## config.mk

```make
export PLATFORM = sky130hd
export DESIGN_NAME = hourly_running_average
export DESIGN_NICKNAME = d
export VERILOG_FILES = /design/src/hw/rtl/hra_pkg.sv /design/src/hw/rtl/hourly_running_average.sv /design/src/hw/rtl/hra_div.sv /design/src/hw/rtl/hra_window.sv /design/src/hw/rtl/hra_regs.sv
export SDC_FILE = /design/constraint.sdc
export NUM_CORES = 2
export LEC_CHECK = 0
export BUFFER_PORTS_ARGS = -buffer_cell sky130_fd_sc_hd__buf_2
export CAP_MARGIN = 0
export CORE_MARGIN = 2
export CORE_UTILIZATION = 63
export DETAILED_ROUTE_END_ITERATION = 10
export PLACE_DENSITY = 0.88
export SLEW_MARGIN = 20
export SYNTH_ARGS = -nofsm -noshare
export SYNTH_HDL_FRONTEND = slang
export SYNTH_HIERARCHICAL = 1
export SYNTH_SLANG_ARGS = --single-unit
```

## constraint.sdc

```tcl
create_clock -name aclk -period 8 [get_ports aclk]
set_clock_uncertainty 0.05 [all_clocks]
set_input_delay 0.8 -clock aclk [delete_from_list [all_inputs] [get_ports aclk]]
set_output_delay 0.8 -clock aclk [all_outputs]
set_load 0.01 [all_outputs]
```

## src/hw/rtl/hra_pkg.sv

```systemverilog
// ----------------------------------------------------------------------------
// hra_pkg: shared types and constants of the hourly running average
// Word layouts, register map, status and encoding codes, and fixed widths.
// ----------------------------------------------------------------------------
package hra_pkg;

    localparam int SAMPLE_W    = 48;
    localparam int MINUTE_W    = 6;
    localparam int STATUS_W    = 2;
    localparam int KIND_W      = 2;
    localparam int AVG_HOURS_W = 6;
    localparam int FRAC_W      = 16;
    localparam int ADDR_W      = 4;
    localparam int DATA_W      = 32;
    // Sums of up to 257 Q32.16 values need 57 signed bits.
    localparam int SUM_W       = 57;

    localparam logic [MINUTE_W-1:0] LAST_MINUTE = 6'd59;
    localparam logic [SAMPLE_W-1:0] Q_MAX       = 48'h7FFF_FFFF_FFFF;

    localparam logic [STATUS_W-1:0] STATUS_NO_CHANGE = 2'd0;
    localparam logic [STATUS_W-1:0] STATUS_NEW_VALUE = 2'd1;
    localparam logic [STATUS_W-1:0] STATUS_ERROR     = 2'd2;

    localparam logic [KIND_W-1:0] KIND_UNSIGNED = 2'd0;
    localparam logic [KIND_W-1:0] KIND_FIXED    = 2'd1;
    localparam logic [KIND_W-1:0] KIND_SIGNED   = 2'd2;

    localparam logic [1:0] REG_AVG_HOURS   = 2'd0;
    localparam logic [1:0] REG_SOURCE_KIND = 2'd1;
    localparam logic [1:0] REG_RESULT_KIND = 2'd2;

    localparam logic [AVG_HOURS_W-1:0] AVG_HOURS_RESET = 6'd1;

    typedef struct packed {
        logic [MINUTE_W-1:0]        minute;
        logic                       sample_good;
        logic signed [SAMPLE_W-1:0] sample;
    } in_word_t;

    typedef struct packed {
        logic [STATUS_W-1:0]        status;
        logic signed [SAMPLE_W-1:0] average;
    } out_word_t;

    typedef struct packed {
        logic [AVG_HOURS_W-1:0] avg_hours;
        logic [KIND_W-1:0]      source_kind;
        logic [KIND_W-1:0]      result_kind;
    } cfg_t;

endpackage

```

## src/hw/rtl/hourly_running_average.sv

```systemverilog
// ----------------------------------------------------------------------------
// hourly_running_average: two-level moving average of polled minute samples
// A word with a repeated minute, a bad sample or a bad encoding (the last only
// while a minute slot is free) is answered from the evaluation step. Any other
// word passes through the shared divider twice (each pass: start, 29 steps,
// finish; the first is skipped while no minute is counted), and a commit at
// minute 59 adds a commit step plus a read and a subtract step per dropped entry.
// Reset is synchronous; no clearing pass runs, the block is ready at once.
// ----------------------------------------------------------------------------
module hourly_running_average #(
    parameter int MINUTE_SLOTS = 64,
    parameter int HOUR_SLOTS   = 32
) (
    input  logic                       aclk,
    input  logic                       aresetn,
    // Input word channel
    input  logic                       s_valid,
    output logic                       s_ready,
    input  hra_pkg::in_word_t          s_word,
    // Result word channel
    output logic                       m_valid,
    input  logic                       m_ready,
    output hra_pkg::out_word_t         m_word,
    // Configuration port
    input  logic                       psel,
    input  logic                       penable,
    input  logic                       pwrite,
    input  logic [hra_pkg::ADDR_W-1:0] paddr,
    input  logic [hra_pkg::DATA_W-1:0] pwdata,
    output logic [hra_pkg::DATA_W-1:0] prdata,
    output logic                       pready
);
    import hra_pkg::*;

    // Counter widths follow from the slot counts. The divisor is either the
    // minute count or the hour count plus one, so it must hold the larger.
    localparam int MC_W    = $clog2(MINUTE_SLOTS + 1);
    localparam int HC_W    = $clog2(HOUR_SLOTS + 1);
    localparam int HI_W    = (HOUR_SLOTS > 1) ? $clog2(HOUR_SLOTS) : 1;
    localparam int DIV_MAX = (MINUTE_SLOTS > HOUR_SLOTS + 1) ? MINUTE_SLOTS : HOUR_SLOTS + 1;
    localparam int DIVW    = $clog2(DIV_MAX + 1);
    localparam int CMP_W   = (HC_W > AVG_HOURS_W) ? HC_W : AVG_HOURS_W;

    // The sequencer walks one word through these steps.
    typedef enum logic [9:0] {
        ST_IDLE    = 10'b00_0000_0001,
        ST_EVAL    = 10'b00_0000_0010,
        ST_HSTART  = 10'b00_0000_0100,
        ST_HWAIT   = 10'b00_0000_1000,
        ST_OSTART  = 10'b00_0001_0000,
        ST_OWAIT   = 10'b00_0010_0000,
        ST_DROP    = 10'b00_0100_0000,
        ST_DROPSUB = 10'b00_1000_0000,
        ST_SHOW    = 10'b01_0000_0000,
        ST_OUT     = 10'b10_0000_0000
    } state_t;

    state_t                     state_reg, state_next;
    in_word_t                   item_reg;
    logic [MINUTE_W-1:0]        seen_minute_reg, seen_minute_next;
    logic [MC_W-1:0]            minute_count_reg, minute_count_next;
    logic signed [SUM_W-1:0]    minute_sum_reg, minute_sum_next;
    logic [HC_W-1:0]            hour_count_reg, hour_count_next;
    logic [HI_W-1:0]            hour_head_reg, hour_head_next;
    logic signed [SUM_W-1:0]    hour_sum_reg, hour_sum_next;
    logic signed [SAMPLE_W-1:0] hour_avg_reg, hour_avg_next;
    logic signed [SAMPLE_W-1:0] overall_reg, overall_next;
    logic signed [SAMPLE_W-1:0] shown_value_reg, shown_value_next;
    out_word_t                  res_reg, res_next;
    logic                       m_valid_reg;
    out_word_t                  m_word_reg;

    cfg_t                       cfg;

    // Shared divider
    logic                       div_start;
    logic signed [SUM_W-1:0]    div_dividend;
    logic [DIVW-1:0]            div_divisor;
    logic                       div_busy;
    logic                       div_done;
    logic signed [SUM_W-1:0]    div_quotient;

    // Window storage
    logic                       win_we;
    logic [HI_W-1:0]            win_waddr;
    logic signed [SAMPLE_W-1:0] win_rdata;

    // Helpers
    logic [31:0]                sample_lo;
    logic signed [SAMPLE_W-1:0] sample_q;
    logic                       sample_bad;
    logic [CMP_W-1:0]           ah_ext;
    logic [HC_W-1:0]            eff_hours;
    logic [HC_W:0]              wr_sum;
    logic signed [SAMPLE_W-1:0] trunc_val;
    logic signed [SAMPLE_W-1:0] shown_cand;
    logic                       cand_ok;
    logic                       out_load;

    hra_regs u_regs (
        .aclk    (aclk),
        .aresetn (aresetn),
        .psel    (psel),
        .penable (penable),
        .pwrite  (pwrite),
        .paddr   (paddr),
        .pwdata  (pwdata),
        .prdata  (prdata),
        .pready  (pready),
        .cfg     (cfg)
    );

    hra_div #(
        .DIVIDEND_W (SUM_W),
        .DIVISOR_W  (DIVW)
    ) u_div (
        .aclk     (aclk),
        .aresetn  (aresetn),
        .start    (div_start),
        .dividend (div_dividend),
        .divisor  (div_divisor),
        .busy     (div_busy),
        .done     (div_done),
        .quotient (div_quotient)
    );

    hra_window #(
        .DEPTH  (HOUR_SLOTS),
        .ADDR_W (HI_W)
    ) u_window (
        .aclk    (aclk),
        .wr_en   (win_we),
        .wr_addr (win_waddr),
        .wr_data (hour_avg_reg),
        .rd_addr (hour_head_reg),
        .rd_data (win_rdata)
    );

    // Sample decoding. Unsigned integers saturate at the largest Q32.16
    // value; signed integers simply move up by sixteen bits.
    always_comb begin
        sample_lo  = item_reg.sample[31:0];
        sample_bad = 1'b0;
        case (cfg.source_kind)
            KIND_UNSIGNED: sample_q = sample_lo[31] ? Q_MAX : {sample_lo, 16'h0000};
            KIND_FIXED:    sample_q = item_reg.sample;
            KIND_SIGNED:   sample_q = {sample_lo, 16'h0000};
            default: begin
                sample_q   = '0;
                sample_bad = 1'b1;
            end
        endcase
    end

    // The window length register is clamped into one to HOUR_SLOTS.
    always_comb begin
        ah_ext = CMP_W'(cfg.avg_hours);
        if (ah_ext == '0) begin
            eff_hours = HC_W'(1);
        end else if (ah_ext > CMP_W'(HOUR_SLOTS)) begin
            eff_hours = HC_W'(HOUR_SLOTS);
        end else begin
            eff_hours = ah_ext[HC_W-1:0];
        end
    end

    // The new entry goes just past the newest one, wrapping around the ring.
    always_comb begin
        wr_sum = (HC_W+1)'(hour_head_reg) + (HC_W+1)'(hour_count_reg);
        if (wr_sum >= (HC_W+1)'(HOUR_SLOTS)) begin
            wr_sum = wr_sum - (HC_W+1)'(HOUR_SLOTS);
        end
        win_waddr = wr_sum[HI_W-1:0];
    end

    // Integer result forms drop the fraction toward zero: a negative value
    // with any fraction bits set moves up to the next whole number.
    assign trunc_val = {overall_reg[SAMPLE_W-1:FRAC_W], {FRAC_W{1'b0}}}
                     + ((overall_reg[SAMPLE_W-1] && (overall_reg[FRAC_W-1:0] != '0))
                        ? SAMPLE_W'(1 << FRAC_W) : '0);

    // The divider is shared: the hour average first, then the overall one.
    always_comb begin
        div_start    = 1'b0;
        div_dividend = minute_sum_reg;
        div_divisor  = DIVW'(minute_count_reg);
        if (state_reg == ST_HSTART) begin
            div_start = (minute_count_reg != '0);
        end else if (state_reg == ST_OSTART) begin
            div_start    = 1'b1;
            div_dividend = hour_sum_reg + {{(SUM_W-SAMPLE_W){hour_avg_reg[SAMPLE_W-1]}},
                                           hour_avg_reg};
            div_divisor  = DIVW'(hour_count_reg) + DIVW'(1);
        end
    end

    assign out_load = (state_reg == ST_OUT) && (!m_valid_reg || m_ready);

    // Main sequencer.
    always_comb begin
        state_next        = state_reg;
        seen_minute_next  = seen_minute_reg;
        minute_count_next = minute_count_reg;
        minute_sum_next   = minute_sum_reg;
        hour_count_next   = hour_count_reg;
        hour_head_next    = hour_head_reg;
        hour_sum_next     = hour_sum_reg;
        hour_avg_next     = hour_avg_reg;
        overall_next      = overall_reg;
        shown_value_next  = shown_value_reg;
        res_next          = res_reg;
        win_we            = 1'b0;
        shown_cand        = overall_reg;
        cand_ok           = 1'b0;

        unique case (state_reg)
            ST_IDLE: begin
                if (s_valid) begin
                    state_next = ST_EVAL;
                end
            end

            ST_EVAL: begin
                if (item_reg.minute == seen_minute_reg) begin
                    // A repeated minute leaves everything as it is.
                    res_next   = '{status: STATUS_NO_CHANGE, average: shown_value_reg};
                    state_next = ST_OUT;
                end else if (!item_reg.sample_good) begin
                    seen_minute_next = item_reg.minute;
                    res_next         = '{status: STATUS_ERROR, average: '0};
                    state_next       = ST_OUT;
                end else if (minute_count_reg < MC_W'(MINUTE_SLOTS)) begin
                    seen_minute_next = item_reg.minute;
                    if (sample_bad) begin
                        res_next   = '{status: STATUS_ERROR, average: '0};
                        state_next = ST_OUT;
                    end else begin
                        minute_sum_next   = minute_sum_reg
                                          + {{(SUM_W-SAMPLE_W){sample_q[SAMPLE_W-1]}}, sample_q};
                        minute_count_next = minute_count_reg + 1'b1;
                        state_next        = ST_HSTART;
                    end
                end else begin
                    // All minute slots are taken, so the sample is not read.
                    seen_minute_next = item_reg.minute;
                    state_next       = ST_HSTART;
                end
            end

            ST_HSTART: begin
                if (minute_count_reg == '0) begin
                    hour_avg_next = '0;
                    state_next    = ST_OSTART;
                end else begin
                    state_next = ST_HWAIT;
                end
            end

            ST_HWAIT: begin
                if (div_done) begin
                    hour_avg_next = div_quotient[SAMPLE_W-1:0];
                    state_next    = ST_OSTART;
                end
            end

            ST_OSTART: begin
                state_next = ST_OWAIT;
            end

            ST_OWAIT: begin
                if (div_done) begin
                    overall_next = div_quotient[SAMPLE_W-1:0];
                    state_next   = (item_reg.minute == LAST_MINUTE) ? ST_DROP : ST_SHOW;
                end
            end

            ST_DROP: begin
                // The read of the oldest entry is issued here and used in
                // the next cycle; once there is room the hour is committed.
                if (hour_count_reg >= eff_hours) begin
                    state_next = ST_DROPSUB;
                end else begin
                    win_we            = 1'b1;
                    hour_sum_next     = hour_sum_reg
                                      + {{(SUM_W-SAMPLE_W){hour_avg_reg[SAMPLE_W-1]}},
                                         hour_avg_reg};
                    hour_count_next   = hour_count_reg + 1'b1;
                    minute_count_next = '0;
                    minute_sum_next   = '0;
                    state_next        = ST_SHOW;
                end
            end

            ST_DROPSUB: begin
                hour_sum_next   = hour_sum_reg
                                - {{(SUM_W-SAMPLE_W){win_rdata[SAMPLE_W-1]}}, win_rdata};
                hour_head_next  = (hour_head_reg == HI_W'(HOUR_SLOTS - 1))
                                ? '0 : hour_head_reg + 1'b1;
                hour_count_next = hour_count_reg - 1'b1;
                state_next      = ST_DROP;
            end

            ST_SHOW: begin
                case (cfg.result_kind)
                    KIND_UNSIGNED: begin
                        if (overall_reg[SAMPLE_W-1]) begin
                            res_next = '{status: STATUS_ERROR, average: '0};
                        end else begin
                            shown_cand = trunc_val;
                            cand_ok    = 1'b1;
                        end
                    end
                    KIND_FIXED: begin
                        shown_cand = overall_reg;
                        cand_ok    = 1'b1;
                    end
                    KIND_SIGNED: begin
                        shown_cand = trunc_val;
                        cand_ok    = 1'b1;
                    end
                    default: begin
                        res_next = '{status: STATUS_NO_CHANGE, average: shown_value_reg};
                    end
                endcase
                if (cand_ok) begin
                    if (shown_cand != shown_value_reg) begin
                        shown_value_next = shown_cand;
                        res_next = '{status: STATUS_NEW_VALUE, average: shown_cand};
                    end else begin
                        res_next = '{status: STATUS_NO_CHANGE, average: shown_value_reg};
                    end
                end
                state_next = ST_OUT;
            end

            ST_OUT: begin
                if (out_load) begin
                    state_next = ST_IDLE;
                end
            end

            default: begin
                state_next = ST_IDLE;
            end
        endcase
    end

    always_ff @(posedge aclk) begin
        if (!aresetn) begin
            state_reg        <= ST_IDLE;
            seen_minute_reg  <= '0;
            minute_count_reg <= '0;
            minute_sum_reg   <= '0;
            hour_count_reg   <= '0;
            hour_head_reg    <= '0;
            hour_sum_reg     <= '0;
            shown_value_reg  <= '0;
        end else begin
            state_reg        <= state_next;
            seen_minute_reg  <= seen_minute_next;
            minute_count_reg <= minute_count_next;
            minute_sum_reg   <= minute_sum_next;
            hour_count_reg   <= hour_count_next;
            hour_head_reg    <= hour_head_next;
            hour_sum_reg     <= hour_sum_next;
            shown_value_reg  <= shown_value_next;
        end
    end

    // Word payload registers need no reset.
    always_ff @(posedge aclk) begin
        if (s_valid && s_ready) begin
            item_reg <= s_word;
        end
        hour_avg_reg <= hour_avg_next;
        overall_reg  <= overall_next;
        res_reg      <= res_next;
        if (out_load) begin
            m_word_reg <= res_reg;
        end
    end

    // Output register: a finished word waits here for the consumer while
    // the sequencer returns to idle and takes the next input word.
    always_ff @(posedge aclk) begin
        if (!aresetn) begin
            m_valid_reg <= 1'b0;
        end else if (out_load) begin
            m_valid_reg <= 1'b1;
        end else if (m_ready) begin
            m_valid_reg <= 1'b0;
        end
    end

    assign s_ready = (state_reg == ST_IDLE);
    assign m_valid = m_valid_reg;
    assign m_word  = m_word_reg;

    // The divider only reports completion while the sequencer waits for it.
    a_div_done_expected: assert property (@(posedge aclk) disable iff (!aresetn)
        div_done |-> (state_reg == ST_HWAIT || state_reg == ST_OWAIT))
        else $error("divider finished outside a wait step");

    // The divider is never restarted while still working.
    a_div_no_restart: assert property (@(posedge aclk) disable iff (!aresetn)
        div_start |-> !div_busy)
        else $error("divider started while busy");

    // The window never holds more hours than it has slots.
    a_hour_count_bound: assert property (@(posedge aclk) disable iff (!aresetn)
        hour_count_reg <= HC_W'(HOUR_SLOTS))
        else $error("hour count beyond window depth");

    // The minute count never passes the number of minute slots.
    a_minute_count_bound: assert property (@(posedge aclk) disable iff (!aresetn)
        minute_count_reg <= MC_W'(MINUTE_SLOTS))
        else $error("minute count beyond slot count");

endmodule

```

## src/hw/rtl/hra_div.sv

```systemverilog
// ----------------------------------------------------------------------------
// hra_div: iterative signed divider
// Divides a signed dividend by a positive divisor, two quotient bits a cycle,
// and truncates toward zero.
// ----------------------------------------------------------------------------
module hra_div #(
    parameter int DIVIDEND_W = 57,
    parameter int DIVISOR_W  = 9
) (
    input  logic                         aclk,
    input  logic                         aresetn,
    input  logic                         start,
    input  logic signed [DIVIDEND_W-1:0] dividend,
    input  logic [DIVISOR_W-1:0]         divisor,
    output logic                         busy,
    output logic                         done,
    output logic signed [DIVIDEND_W-1:0] quotient
);

    localparam int STEPS = (DIVIDEND_W + 1) / 2;
    localparam int PAD_W = 2 * STEPS;
    localparam int CNT_W = $clog2(STEPS + 1);

    logic [PAD_W-1:0]      mag_reg, mag_next;
    logic [DIVISOR_W-1:0]  rem_reg, rem_next;
    logic [DIVISOR_W-1:0]  div_reg;
    logic                  neg_reg;
    logic [CNT_W-1:0]      cnt_reg;
    logic                  busy_reg;
    logic                  done_reg;

    logic [DIVIDEND_W-1:0] abs_val;
    logic [DIVISOR_W:0]    part1, part2, diff1, diff2;
    logic [DIVISOR_W-1:0]  rem1;
    logic                  q1, q2;
    logic [DIVIDEND_W-1:0] q_mag;

    always_comb begin
        abs_val = dividend[DIVIDEND_W-1] ? DIVIDEND_W'(~dividend + 1'b1) : dividend;

        // Two restoring steps per cycle on a narrow partial remainder.
        part1    = {rem_reg, mag_reg[PAD_W-1]};
        diff1    = part1 - {1'b0, div_reg};
        q1       = (part1 >= {1'b0, div_reg});
        rem1     = q1 ? diff1[DIVISOR_W-1:0] : part1[DIVISOR_W-1:0];
        part2    = {rem1, mag_reg[PAD_W-2]};
        diff2    = part2 - {1'b0, div_reg};
        q2       = (part2 >= {1'b0, div_reg});
        rem_next = q2 ? diff2[DIVISOR_W-1:0] : part2[DIVISOR_W-1:0];
        mag_next = {mag_reg[PAD_W-3:0], q1, q2};

        q_mag    = mag_reg[DIVIDEND_W-1:0];
        quotient = neg_reg ? DIVIDEND_W'(~q_mag + 1'b1) : q_mag;
    end

    always_ff @(posedge aclk) begin
        if (!aresetn) begin
            busy_reg <= 1'b0;
            done_reg <= 1'b0;
            cnt_reg  <= '0;
        end else begin
            done_reg <= 1'b0;
            if (start) begin
                mag_reg  <= PAD_W'(abs_val);
                rem_reg  <= '0;
                div_reg  <= divisor;
                neg_reg  <= dividend[DIVIDEND_W-1];
                cnt_reg  <= CNT_W'(STEPS);
                busy_reg <= 1'b1;
            end else if (busy_reg) begin
                mag_reg <= mag_next;
                rem_reg <= rem_next;
                cnt_reg <= cnt_reg - 1'b1;
                if (cnt_reg == CNT_W'(1)) begin
                    busy_reg <= 1'b0;
                    done_reg <= 1'b1;
                end
            end
        end
    end

    assign busy = busy_reg;
    assign done = done_reg;

endmodule

```

## src/hw/rtl/hra_window.sv

```systemverilog
// ----------------------------------------------------------------------------
// hra_window: storage for committed hourly averages
// Single write port and one registered read port.
// ----------------------------------------------------------------------------
module hra_window #(
    parameter int DEPTH  = 32,
    parameter int ADDR_W = 5
) (
    input  logic                                aclk,
    input  logic                                wr_en,
    input  logic [ADDR_W-1:0]                   wr_addr,
    input  logic signed [hra_pkg::SAMPLE_W-1:0] wr_data,
    input  logic [ADDR_W-1:0]                   rd_addr,
    output logic signed [hra_pkg::SAMPLE_W-1:0] rd_data
);
    import hra_pkg::*;

    logic signed [SAMPLE_W-1:0] mem [DEPTH];
    logic signed [SAMPLE_W-1:0] rd_data_reg;

    always_ff @(posedge aclk) begin
        if (wr_en) begin
            mem[wr_addr] <= wr_data;
        end
        rd_data_reg <= mem[rd_addr];
    end

    assign rd_data = rd_data_reg;

endmodule

```

## src/hw/rtl/hra_regs.sv

```systemverilog
// ----------------------------------------------------------------------------
// hra_regs: configuration register file
// APB-style slave holding the window length and the two encodings.
// ----------------------------------------------------------------------------
module hra_regs (
    input  logic                         aclk,
    input  logic                         aresetn,
    input  logic                         psel,
    input  logic                         penable,
    input  logic                         pwrite,
    input  logic [hra_pkg::ADDR_W-1:0]   paddr,
    input  logic [hra_pkg::DATA_W-1:0]   pwdata,
    output logic [hra_pkg::DATA_W-1:0]   prdata,
    output logic                         pready,
    output hra_pkg::cfg_t                cfg
);
    import hra_pkg::*;

    cfg_t       cfg_reg;
    logic [1:0] reg_idx;
    logic       wr_en;

    assign reg_idx = paddr[ADDR_W-1:2];
    assign wr_en   = psel && penable && pwrite;
    assign pready  = 1'b1;

    always_ff @(posedge aclk) begin
        if (!aresetn) begin
            cfg_reg.avg_hours   <= AVG_HOURS_RESET;
            cfg_reg.source_kind <= KIND_FIXED;
            cfg_reg.result_kind <= KIND_FIXED;
        end else if (wr_en) begin
            unique case (reg_idx)
                REG_AVG_HOURS:   cfg_reg.avg_hours   <= pwdata[AVG_HOURS_W-1:0];
                REG_SOURCE_KIND: cfg_reg.source_kind <= pwdata[KIND_W-1:0];
                REG_RESULT_KIND: cfg_reg.result_kind <= pwdata[KIND_W-1:0];
                default: begin
                end
            endcase
        end
    end

    always_comb begin
        unique case (reg_idx)
            REG_AVG_HOURS:   prdata = DATA_W'(cfg_reg.avg_hours);
            REG_SOURCE_KIND: prdata = DATA_W'(cfg_reg.source_kind);
            REG_RESULT_KIND: prdata = DATA_W'(cfg_reg.result_kind);
            default:         prdata = '0;
        endcase
    end

    assign cfg = cfg_reg;

endmodule
```

==> flow_summary.json <==
{
  "grt_start_max_net_pins": 130,
  "worstPathCellList": "ha_1 -> a21oi_1 -> o21ai_0 -> a221oi_1 -> nand2_1 -> a311o_1 -> a21o_1 -> a21o_1 -> a221oi_1 -> xor2_1 -> o21ai_0 -> nor3_1 -> nand4_1 -> o41ai_1 -> xnor2_1 -> mux2_2",
  "cp.required_ns": 8.51,
  "cts_setup_buffers": 0,
  "max-clock-path-buffers": 3,
  "drv_slew": 0,
  "syn2layout_area_growth_pct": 9.698,
  "worst_path_max_delay_cell": "edfxtp_1",
  "post_drt_wl_per_cell_um": 26.44,
  "fin_crit_ns": 6.684,
  "worstPathArrival_ns": 7.20,
  "numCtsBuffers": 199,
  "drc_errors": 0,
  "crit_type": "flip-flop to flip-flop",
  "place_congestion": 0.9838,
  "largest_register_ffs": 1536,
  "crit_path_start_kind": "flip-flop",
  "ant_nets": 0,
  "rsz0062_at_grt": "false",
  "grt_pass1_vias": 62650,
  "syn_area_per_cell_um2": 13.05,
  "max_freq_mhz": 149.6,
  "grt_pass1_wl_um": 379300,
  "num_vias": 64630,
  "ir_drop_uv": 257.4,
  "io_pins": 183,
  "initial_core_util": 0.6353,
  "p_per_area_mw_per_mm2": 212.5,
  "die_h_um": 395.6,
  "regToRegSetupSlack_ns": 1.32,
  "grt-ovfl-total": 0,
  "routed_wl_um": 255800,
  "core_mm2": 0.1521,
  "dpl_cell_area_mm2": 0.09891,
  "hold_viol_final": 0,
  "fin_tns_setup_ns": 0,
  "cp_max_fo": 33,
  "cap_violations": 0,
  "grt.total_usage": 0.3183,
  "yosysWarnings": 6,
  "synth_cells": 7402,
  "layout.nets": 7785,
  "hpwl_um": 153600,
  "status": "finished clean",
  "firstDrtPassIters": 8,
  "total_power_mw": 22.52,
  "hp-class": "input port to flip-flop",
  "clkLatencyLatePin_ns": 0.88,
  "fp.dieArea_mm2": 0.1565,
  "cts_max_level": 4,
  "cts_root_buf": "clkbuf_16",
  "rows": 143,
  "antenna_found_initial": 5,
  "first_iter_violations": 8419,
  "setup_viol": 0,
  "cts_tree": "done",
  "cts_resized": 0,
  "critPathCaptureType": "flip-flop",
  "cts_sinks": 2122,
  "leakagePower_nw": 37.85,
  "io_buffers": 127,
  "fin_crit_sh": 0.8356,
  "critical-path-max-stage-delay_ns": 1.03,
  "fin_area_mm2": 0.1060,
  "cts_hold_buf": 0,
  "path_clk_slew_ns": 0.06,
  "viasPerCell": 6.679,
  "drive_gt1_frac": 0.09287,
  "tightest_slew_ns": 1.205,
  "syn_area_mm2": 0.09661,
  "relSlewSlack": 0.1907,
  "fp.dieW_um": 395.6
}
## layout by cell type (no fill, tap or decap), drive strengths merged, types with 22 or more instances in the layout
master     n
nor3     110
a22o     102
or3       41
ha       211
conb      27
a211oi    35
o21ai    238
o31ai     45
o22ai     34
clkbuf   260
mux2      41
xnor2    172
xor2     136
o211ai    22
o21bai    29
a22oi    158
o21a      32
nor2b     44
nor4      32
dfxtp    262
nand3    262
clkinv    88
edfxtp  1860
and3      25
nand2b    56
mux2i    801
buf      250
nand2    620
inv      170
or4       25
o41ai     32
and2      74
a21oi    546
nor2     306
a31oi     83
bufinv    22
nand4     51
a21o     129
## worst max-delay path: cells and delay by family, from the launching register on
family / cells / cell delay (ns)
compound gates: 9 / 2.91
simple gates: 3 / 1.22
flops: 1 / 1.03
fa+ha+maj: 1 / 0.47
xor+xnor: 2 / 0.41
mux: 1 / 0.28
## layout make-up
cell class              instances  area [µm²]
clock inverters               117        1459
inverters                     167       629.4
flip-flops and latches       2122       61100
clock buffers                 260        5381
repair buffers                250        1809
multi-input cells            4729       33050
fillers                      9729       46100
well taps                    2030        2540
diodes                          2       5.005
## worst paths after layout
path	startpoint	endpoint	cells after the start
worst min register to register	res_reg[34]	m_word[34]	0
worst max register to register	hour_avg_reg[8]	u_div/mag_reg[33]	16
worst min-delay path	s_word[43]	item_reg[43]	1
worst max-delay path	hour_avg_reg[8]	u_div/mag_reg[33]	16
## report_power, final
| group | internal (mW) | switching [mW] | total [mW] |
|---|---|---|---|
| Combinational | 0.228 | 0.475 | 0.703 |
| Clock | 5.51 | 4.26 | 9.77 |
| Sequential | 12.0 | 0.0668 | 12.0 |
## stage by stage
step | hold WS, ns | worst slack, ns | cells | util
floorplan | 0.3503 | 2.232 | 7427 | -
global placement | 0.3538 | 1.745 | 9283 | 0.6500
detailed placement | 0.3545 | 1.588 | 9285 | 0.6504
CTS | 0.01771 | 1.469 | 9662 | 0.6953
global route | 0.05290 | 0.9415 | 9675 | 0.6968
finish | 0.07306 | 1.316 | 9677 | 0.6969
## routing by layer
layer  global-route usage  routed length, µm
met5                    0                 27
met1               0.4294              96030
met3              0.05306              26890
met2               0.5145             121600
met4               0.1366              11250
Note: power is estimated with default switching activity, not from simulation.
